$ cat config.mk
export PLATFORM = sky130hd
export DESIGN_NAME = resource_barrier_planner_top
export DESIGN_NICKNAME = d
export VERILOG_FILES = /design/src/hdl/rbp_pkg.sv /design/src/hdl/resource_barrier_planner_top.sv /design/src/hdl/rbp_table.sv /design/src/hdl/rbp_decide.sv
export SDC_FILE = /design/constraint.sdc
export NUM_CORES = 1
export LEC_CHECK = 0
export BUFFER_PORTS_ARGS = -buffer_cell sky130_fd_sc_hd__clkbuf_2
export CAP_MARGIN = 20
export CELL_PAD_IN_SITES_DETAIL_PLACEMENT = 1
export CELL_PAD_IN_SITES_GLOBAL_PLACEMENT = 1
export CORE_ASPECT_RATIO = 0.6
export CORE_MARGIN = 1
export CORE_UTILIZATION = 60
export DETAILED_ROUTE_END_ITERATION = 10
export PLACE_DENSITY = 0.92
export RECOVER_POWER = 50
export SLEW_MARGIN = 20
export SYNTH_ARGS = -nofsm -noshare
export SYNTH_HDL_FRONTEND = slang
export SYNTH_SLANG_ARGS = --single-unit
$ cat constraint.sdc
create_clock -name clk_i -period 9.33 [get_ports clk_i]
set_input_delay 1.866 -clock clk_i [delete_from_list [all_inputs] [get_ports clk_i]]
set_output_delay 1.866 -clock clk_i [all_outputs]
set_load 0.05 [all_outputs]
$ cat src/hdl/rbp_pkg.sv
// Shared types and constants for the resource barrier planner.
// Holds state, kind and cause codes, the table entry layout and the lookup and decision structs.
// No dependencies.
package rbp_pkg;

  // Field widths, fixed by the access and transition formats.
  localparam int unsigned ResIdxW  = 6;
  localparam int unsigned PassIdxW = 8;

  // Default table depth and the number of legal pass indexes.
  localparam int unsigned ResourceSlotsDef = 64;
  localparam int unsigned PassSlots        = 256;

  typedef enum logic [1:0] {
    StUnknown   = 2'd0,
    StRead      = 2'd1,
    StWrite     = 2'd2,
    StReadWrite = 2'd3
  } res_state_e;

  localparam logic [1:0] KindGraphics = 2'd0;
  localparam logic [1:0] KindCompute  = 2'd1;
  localparam logic [1:0] KindOtherA   = 2'd2;
  localparam logic [1:0] KindOtherB   = 2'd3;

  typedef enum logic [2:0] {
    CauseRaw      = 3'd0,
    CauseWar      = 3'd1,
    CauseWaw      = 3'd2,
    CauseGfxToCmp = 3'd3,
    CauseCmpToGfx = 3'd4
  } cause_e;

  // One table entry: what the last access left behind.
  typedef struct packed {
    res_state_e            state;
    logic [PassIdxW-1:0]   pass;
    logic [1:0]            kind;
  } entry_t;

  // Table lookup for the access in the execute stage.
  typedef struct packed {
    logic   hit;
    entry_t entry;
  } lookup_t;

  // Transition decision for one access.
  typedef struct packed {
    logic                emit;
    logic [PassIdxW-1:0] before_pass;
    res_state_e          before_state;
    cause_e              cause;
  } decision_t;

endpackage

$ cat src/hdl/resource_barrier_planner_top.sv
// Top level of the resource barrier planner.
// Instantiates rbp_table (state memory) and rbp_decide (transition logic).
// Depends on rbp_pkg.

// The planner takes one resource access per beat, in schedule order, and
// reports a state transition whenever a resource in a known state changes
// state, is written after a write, or moves between the graphics and
// compute queues. An access is taken at every clock edge where start_i is
// high and busy_o is low; busy_o stays low, so a new access may be offered
// in every cycle. The table is read at the edge that takes the access, the
// following cycle decides and writes back, and the result register then
// drives the transition on the result ports, marked by result_valid_o for
// exactly one cycle. The receiver cannot stall the planner and must take
// each result beat as it appears. Accesses to the same resource in
// consecutive cycles are handled by forwarding the last write-back around
// the memory. An access with new_graph_i set forgets every resource before
// it is looked up. An access whose resource or pass index is out of range
// produces no result and leaves the table untouched, although its
// new_graph_i flag still takes effect. There is no clearing pass after
// reset: valid bits are held in flip-flops and cleared at once.
module resource_barrier_planner_top #(
  parameter int unsigned RESOURCE_SLOTS = rbp_pkg::ResourceSlotsDef
) (
  input  logic                           clk_i,
  input  logic                           rst_ni,
  input  logic                           start_i,
  output logic                           busy_o,
  input  logic                           new_graph_i,
  input  logic [rbp_pkg::ResIdxW-1:0]    resource_index_i,
  input  logic [rbp_pkg::PassIdxW-1:0]   pass_index_i,
  input  logic [1:0]                     required_state_i,
  input  logic                           is_write_i,
  input  logic [1:0]                     pass_kind_i,
  output logic                           result_valid_o,
  output logic [rbp_pkg::ResIdxW-1:0]    resource_out_o,
  output logic [rbp_pkg::PassIdxW-1:0]   before_pass_o,
  output logic [1:0]                     before_state_o,
  output logic [rbp_pkg::PassIdxW-1:0]   after_pass_o,
  output logic [1:0]                     after_state_o,
  output logic [2:0]                     cause_o
);
  import rbp_pkg::*;

  // Only as many entries as the resource index can address are ever used.
  localparam int unsigned IdxSpan = 2 ** ResIdxW;
  localparam int unsigned Depth   = (RESOURCE_SLOTS < IdxSpan) ? RESOURCE_SLOTS : IdxSpan;
  localparam int unsigned AddrW   = $clog2(Depth);

  typedef struct packed {
    logic                new_graph;
    logic                in_range;
    logic [ResIdxW-1:0]  res;
    logic [PassIdxW-1:0] pass;
    res_state_e          req;
    logic                wr;
    logic [1:0]          kind;
  } exe_t;

  logic      accept;
  logic      in_range;
  logic      exe_valid_q;
  exe_t      exe_q;
  logic      wr_en;
  logic      clr_all;
  entry_t    wr_data;
  lookup_t   lookup;
  decision_t decision;
  logic      out_valid_q;

  // The pipeline never needs to hold an access back.
  assign busy_o = 1'b0;
  assign accept = start_i && !busy_o;

  assign in_range = (32'(resource_index_i) < RESOURCE_SLOTS)
                 && (32'(pass_index_i) < PassSlots);

  // Read stage: the memory read is issued while the access is registered.
  always_ff @(posedge clk_i or negedge rst_ni) begin
    if (!rst_ni) begin
      exe_valid_q <= 1'b0;
    end else begin
      exe_valid_q <= accept;
    end
  end

  always_ff @(posedge clk_i) begin
    if (accept) begin
      exe_q.new_graph <= new_graph_i;
      exe_q.in_range  <= in_range;
      exe_q.res       <= resource_index_i;
      exe_q.pass      <= pass_index_i;
      exe_q.req       <= res_state_e'(required_state_i);
      exe_q.wr        <= is_write_i;
      exe_q.kind      <= pass_kind_i;
    end
  end

  // Execute stage: decide on the transition and write the access back.
  assign clr_all = exe_valid_q && exe_q.new_graph;
  assign wr_en   = exe_valid_q && exe_q.in_range;

  always_comb begin
    wr_data.state = exe_q.req;
    wr_data.pass  = exe_q.pass;
    wr_data.kind  = exe_q.kind;
  end

  rbp_table #(
    .Depth (Depth),
    .AddrW (AddrW)
  ) u_table (
    .clk_i      (clk_i),
    .rst_ni     (rst_ni),
    .rd_en_i    (accept),
    .rd_addr_i  (resource_index_i[AddrW-1:0]),
    .lkp_addr_i (exe_q.res[AddrW-1:0]),
    .clr_all_i  (clr_all),
    .wr_en_i    (wr_en),
    .wr_addr_i  (exe_q.res[AddrW-1:0]),
    .wr_data_i  (wr_data),
    .lookup_o   (lookup)
  );

  rbp_decide u_decide (
    .lookup_i    (lookup),
    .in_range_i  (exe_q.in_range),
    .req_state_i (exe_q.req),
    .is_write_i  (exe_q.wr),
    .pass_kind_i (exe_q.kind),
    .decision_o  (decision)
  );

  // Result register: one beat per emitted transition.
  always_ff @(posedge clk_i or negedge rst_ni) begin
    if (!rst_ni) begin
      out_valid_q <= 1'b0;
    end else begin
      out_valid_q <= exe_valid_q && decision.emit;
    end
  end

  always_ff @(posedge clk_i) begin
    if (exe_valid_q && decision.emit) begin
      resource_out_o <= exe_q.res;
      before_pass_o  <= decision.before_pass;
      before_state_o <= decision.before_state;
      after_pass_o   <= exe_q.pass;
      after_state_o  <= exe_q.req;
      cause_o        <= decision.cause;
    end
  end

  assign result_valid_o = out_valid_q;

endmodule

$ cat src/hdl/rbp_table.sv
// Per-resource state table of the resource barrier planner.
// One synchronous memory with forwarding, plus valid bits in flip-flops.
// Depends on rbp_pkg.
module rbp_table #(
  parameter int unsigned Depth = rbp_pkg::ResourceSlotsDef,
  parameter int unsigned AddrW = $clog2(Depth)
) (
  input  logic             clk_i,
  input  logic             rst_ni,
  input  logic             rd_en_i,
  input  logic [AddrW-1:0] rd_addr_i,
  input  logic [AddrW-1:0] lkp_addr_i,
  input  logic             clr_all_i,
  input  logic             wr_en_i,
  input  logic [AddrW-1:0] wr_addr_i,
  input  rbp_pkg::entry_t  wr_data_i,
  output rbp_pkg::lookup_t lookup_o
);
  import rbp_pkg::*;

  entry_t             mem_q [Depth];
  entry_t             rd_data_q;
  logic [Depth-1:0]   valid_q;
  logic [Depth-1:0]   valid_d;
  logic               fwd_valid_q;
  logic [AddrW-1:0]   fwd_addr_q;
  entry_t             fwd_data_q;

  always_ff @(posedge clk_i) begin
    if (wr_en_i) begin
      mem_q[wr_addr_i] <= wr_data_i;
    end
  end

  always_ff @(posedge clk_i) begin
    if (rd_en_i) begin
      rd_data_q <= mem_q[rd_addr_i];
    end
  end

  // The read issued at the same edge as a write returns the old data, so the
  // last write is kept in a forwarding register and forwarded on an address match.
  always_ff @(posedge clk_i or negedge rst_ni) begin
    if (!rst_ni) begin
      fwd_valid_q <= 1'b0;
    end else begin
      fwd_valid_q <= wr_en_i;
    end
  end

  always_ff @(posedge clk_i) begin
    if (wr_en_i) begin
      fwd_addr_q <= wr_addr_i;
      fwd_data_q <= wr_data_i;
    end
  end

  // A clear and a write at the same edge leave only the written entry valid.
  always_comb begin
    valid_d = clr_all_i ? '0 : valid_q;
    if (wr_en_i) begin
      valid_d[wr_addr_i] = 1'b1;
    end
  end

  always_ff @(posedge clk_i or negedge rst_ni) begin
    if (!rst_ni) begin
      valid_q <= '0;
    end else begin
      valid_q <= valid_d;
    end
  end

  always_comb begin
    lookup_o.hit   = !clr_all_i && valid_q[lkp_addr_i];
    lookup_o.entry = (fwd_valid_q && (fwd_addr_q == lkp_addr_i)) ? fwd_data_q : rd_data_q;
  end

endmodule

$ cat src/hdl/rbp_decide.sv
// Transition decision of the resource barrier planner.
// Compares the table lookup with the current access and picks the cause.
// Depends on rbp_pkg.
module rbp_decide (
  input  rbp_pkg::lookup_t   lookup_i,
  input  logic               in_range_i,
  input  rbp_pkg::res_state_e req_state_i,
  input  logic               is_write_i,
  input  logic [1:0]         pass_kind_i,
  output rbp_pkg::decision_t decision_o
);
  import rbp_pkg::*;

  res_state_e cur;
  logic [1:0] last_kind;
  logic       waw;
  logic       state_emit;
  logic       queue_emit;

  always_comb begin
    cur       = lookup_i.hit ? lookup_i.entry.state : StUnknown;
    last_kind = lookup_i.hit ? lookup_i.entry.kind : KindGraphics;
    waw       = lookup_i.hit && is_write_i && (cur == StWrite || cur == StReadWrite);
    state_emit = (cur != StUnknown) && ((cur != req_state_i) || waw);
    queue_emit = lookup_i.hit && (last_kind != pass_kind_i)
               && !last_kind[1] && !pass_kind_i[1];

    decision_o.emit         = in_range_i && (state_emit || queue_emit);
    decision_o.before_pass  = lookup_i.entry.pass;
    decision_o.before_state = cur;

    // Queue switches take priority over hazards.
    if (last_kind == KindGraphics && pass_kind_i == KindCompute) begin
      decision_o.cause = CauseGfxToCmp;
    end else if (last_kind == KindCompute && pass_kind_i == KindGraphics) begin
      decision_o.cause = CauseCmpToGfx;
    end else if (cur == StWrite && req_state_i == StRead) begin
      decision_o.cause = CauseRaw;
    end else if (cur == StRead && req_state_i == StWrite) begin
      decision_o.cause = CauseWar;
    end else begin
      decision_o.cause = CauseWaw;
    end
  end

endmodule
==> results by group <==
Global routing
  • Largest net degree at the start of global routing: 103
  • GR Util All Layers: 37.0%
  • Initial antenna violation count: 6
  • Vias in the first global route: between 15000 and 20000
  • First-pass GRT wire length: 149000 um
  • Gr ovfl total: 0

CTS
  • Number of post-CTS setup repair buffers: 0
  • H-tree depth: 3
  • Post-CTS sizing: 0
  • Hold_buf cts: 0
  • CTS Buffer Depth: 3
  • CTS clk-pin slew, worst paths: 0.07 ns
  • CTS tree: yes
  • Root Buffer: clkbuf_16
  • Total clock sinks: 914
  • Num CTS Buffers: 78
  • Worst-skew pair later-pin latency: 0.65 ns

Synth
  • Mapped Area: approximately 35000 um2
  • Syn avg cell area: roughly 23 um2
  • Post-Synthesis Cells: 1514
  • Number of flops mapped to enable cells by yosys: 847
  • Unique masters post-synth: 40
  • Synth async-reset ratio: around 7.3%
  • Sequential fraction of the synthesis area: 77.5%
  • #FFs+latches synth: between 900 and 1000
  • Most common flop cell mapped by yosys: edfxtp_1
  • Warnings, synthesis: 0
  • Syn_nets: ~1500

Detailed routing
  • Vias: 18600
  • Vias per inst: 7.56
  • DR pass1 iterations: 7
  • Wirelength per Cell: about 43 um
  • DRC Markers: 0
  • Final WL: 106000 um
  • Routed Antenna Nets: 0
  • Initial DRC Count: 3247

Floorplan
  • Number of I/O pins: 54
  • FP Rows: 68
  • DIE WIDTH: 314 um
  • Die ar.: 59300 um2
  • Core area: 57500 um2
  • Die Ht: 189 um
  • Starting Density: 60.8%

Timing
  • Max Fclk: 163 MHz
  • Tcrit/Tclk final: about two thirds
  • TNS Setup: 0 ns
  • Setup-failing EPs final: 0
  • Worst slew pin tran: 4.14 ns
  • Rel. slew slack: -176%
  • RSZ-0062 raised after global routing: no
  • Final Hold Fails: 0
  • Crit path time final: roughly 6 ns
  • Max Clock Skew: 0.0311 ns
  • Slew Viols, Final: roughly 1000

Finish
  • Design Area, Final: 39000 um2
  • Storage cell area: around 27000 um2
  • Share of layout cells above drive strength 1: around 31%
  • Most frequent cells in the layout: edfxtp_1, mux4_2, clkbuf_16
  • Fillers: 4394
  • Commonest non-fill, non-tap cell in the layout: edfxtp_1
  • Area growth syn-to-layout: 11.6%
  • Layout Nets: between 1500 and 2000
  • Area occupied by multi-input gates: 7720 um2

Worst setup path
  • Setup crit end kind: flip-flop
  • WS Path Type: flip-flop to flip-flop
  • Worst EP required: 9.63 ns
  • CP Launch Type: flip-flop
  • Arrival time worst endpoint: 6.42 ns
  • Crit Path Max Fanout: 32

Min path
  • Min-delay worst type: flip-flop to flip-flop

Place
  • IO Port Bufs: 52
  • Post-DP Area: 36500 um2
  • Detailed Place HPWL: 58400 um
  • Placer Congestion: 0.869

Status
  • Failing checks: capacitance limit, slew limit
  • Run status: complete, but fails checks

Power and ir drop
  • Leak Pwr: 13.0 nW
  • VDD IR-drop max: between 0.00015 and 0.0002 V
  • Pwr per Cell Area: 219 nW/um2

Run
  • Max-Cap Viols: 19
-- layout make-up --
cell class	count	area share, %
clock buffer	97	5.31
clock inverter	46	1.19
sequential	914	69.5
timing repair buffer	111	1.72
antenna	4	0.0257
inverter	2	0.0192
multi-input combinational	521	19.8
tap	770	2.47
-- per-stage QoR --
stage / util (%) / hold WS, ns / worst slack [ns] / std cells / total power [mW]
after floorplan: - / 0.439 / 3.89 / 1514 / 4.99
after global placement: 63.3 / 0.453 / 4.02 / 2316 / 5.17
after detailed placement: 63.5 / 0.460 / 3.94 / 2318 / 5.22
after CTS: 67.9 / 0.488 / 4.59 / 2461 / 8.52
after global routing: 67.8 / 0.509 / 3.18 / 2461 / 8.66
final: 67.8 / 0.497 / 3.20 / 2465 / 8.54
-- state kept, by name (all words and copies together) (netlist names), 2 cells and up --
signal,flops
u_table.mem_q,768
u_table.valid_q,64
exe_q,20
u_table.fwd_data_q,12
u_table.rd_data_q,12
after_pass_o,8
before_pass_o,8
resource_out_o,6
u_table.fwd_addr_q,6
cause_o,3
after_state_o,2
before_state_o,2
-- worst paths after layout --
check | start | slack (ns) | depth (start not counted) | to
max | exe_q[13]$_DFFE_PP_ | 3.20 | 9 | resource_out_o[4]$_DFFE_PP_
min | u_table.valid_q[40]$_DFF_PN0_ | 0.50 | 1 | u_table.valid_q[40]$_DFF_PN0_
max reg2reg | exe_q[13]$_DFFE_PP_ | 3.20 | 9 | resource_out_o[4]$_DFFE_PP_
min reg2reg | u_table.valid_q[40]$_DFF_PN0_ | 0.50 | 1 | u_table.valid_q[40]$_DFF_PN0_
max in group asynchronous | rst_ni | 4.31 | 1 | u_table.valid_q[7]$_DFF_PN0_
min in group asynchronous | rst_ni | 2.67 | 1 | u_table.valid_q[14]$_DFF_PN0_
-- critical path: stages (launching register included) --
cell	delay, ns
edfxtp_1	0.35
clkbuf_1	1.76
xor2_1	0.48
nor4_4	0.78
buf_6	0.26
mux2i_1	0.40
or3_1	0.21
a32oi_1	0.23
nor4b_2	0.82
buf_4	0.48
-- report_power, final --
part / total (mW) / internal [mW] / switching (mW)
registers: 4.65 / 4.60 / 0.0509
clock network: 3.36 / 1.79 / 1.56
logic: 0.534 / 0.175 / 0.359
-- kinds of logic (layout without fill, tap and decap cells) --
group	Yosys count	count (layout)	share of synthesized area (%)
mux	290	290	17.6
other cells	1	5	0.0107
flops	914	914	77.5
xor+xnor	7	7	0.175
compound gates	93	93	1.97
buf+inv	79	256	0.987
simple gates	130	130	1.76
-- synthesized netlist by cell type (2+ instances only) --
cell type    n  area, um2
nor2_1      77        289
nand3_1      8       40.0
a221o_1      2       20.0
nand2_1     13       48.8
a221oi_1     2       17.5
nand3b_1     7       52.6
o21ai_0      6       30.0
dfrtp_1     67       1680
xor2_1       3       26.3
mux2_2      16        180
o2bb2ai_1    2       17.5
or3_1        2       12.5
edfxtp_1   847      25400
or3b_2       3       26.3
nor3b_1      3       22.5
mux2i_1     16        160
buf_1       12       45.0
buf_2       27        135
buf_4        4       30.0
nor2b_1      7       43.8
o22ai_1      2       12.5
a22oi_1      4       30.0
and2_1       2       12.5
xnor2_1      4       35.0
mux4_2     258       5810
nand2b_1     4       25.0
a21oi_1      5       25.0
a21o_1      65        488
clkbuf_1    34        128
inv_1        2       7.51
-- routing by layer --
| metal | global-route usage, % | routed length, um | part of all wire [%] |
|---|---|---|---|
| met1 | 51.7 | 37500 | 35 |
| met2 | 56.5 | 49400 | 46 |
| met3 | 10.3 | 15000 | 14 |
| met4 | 14.1 | 4390 | 4.1 |
| met5 | 0 | 0 | 0 |
(Power assumes the default switching activity.)
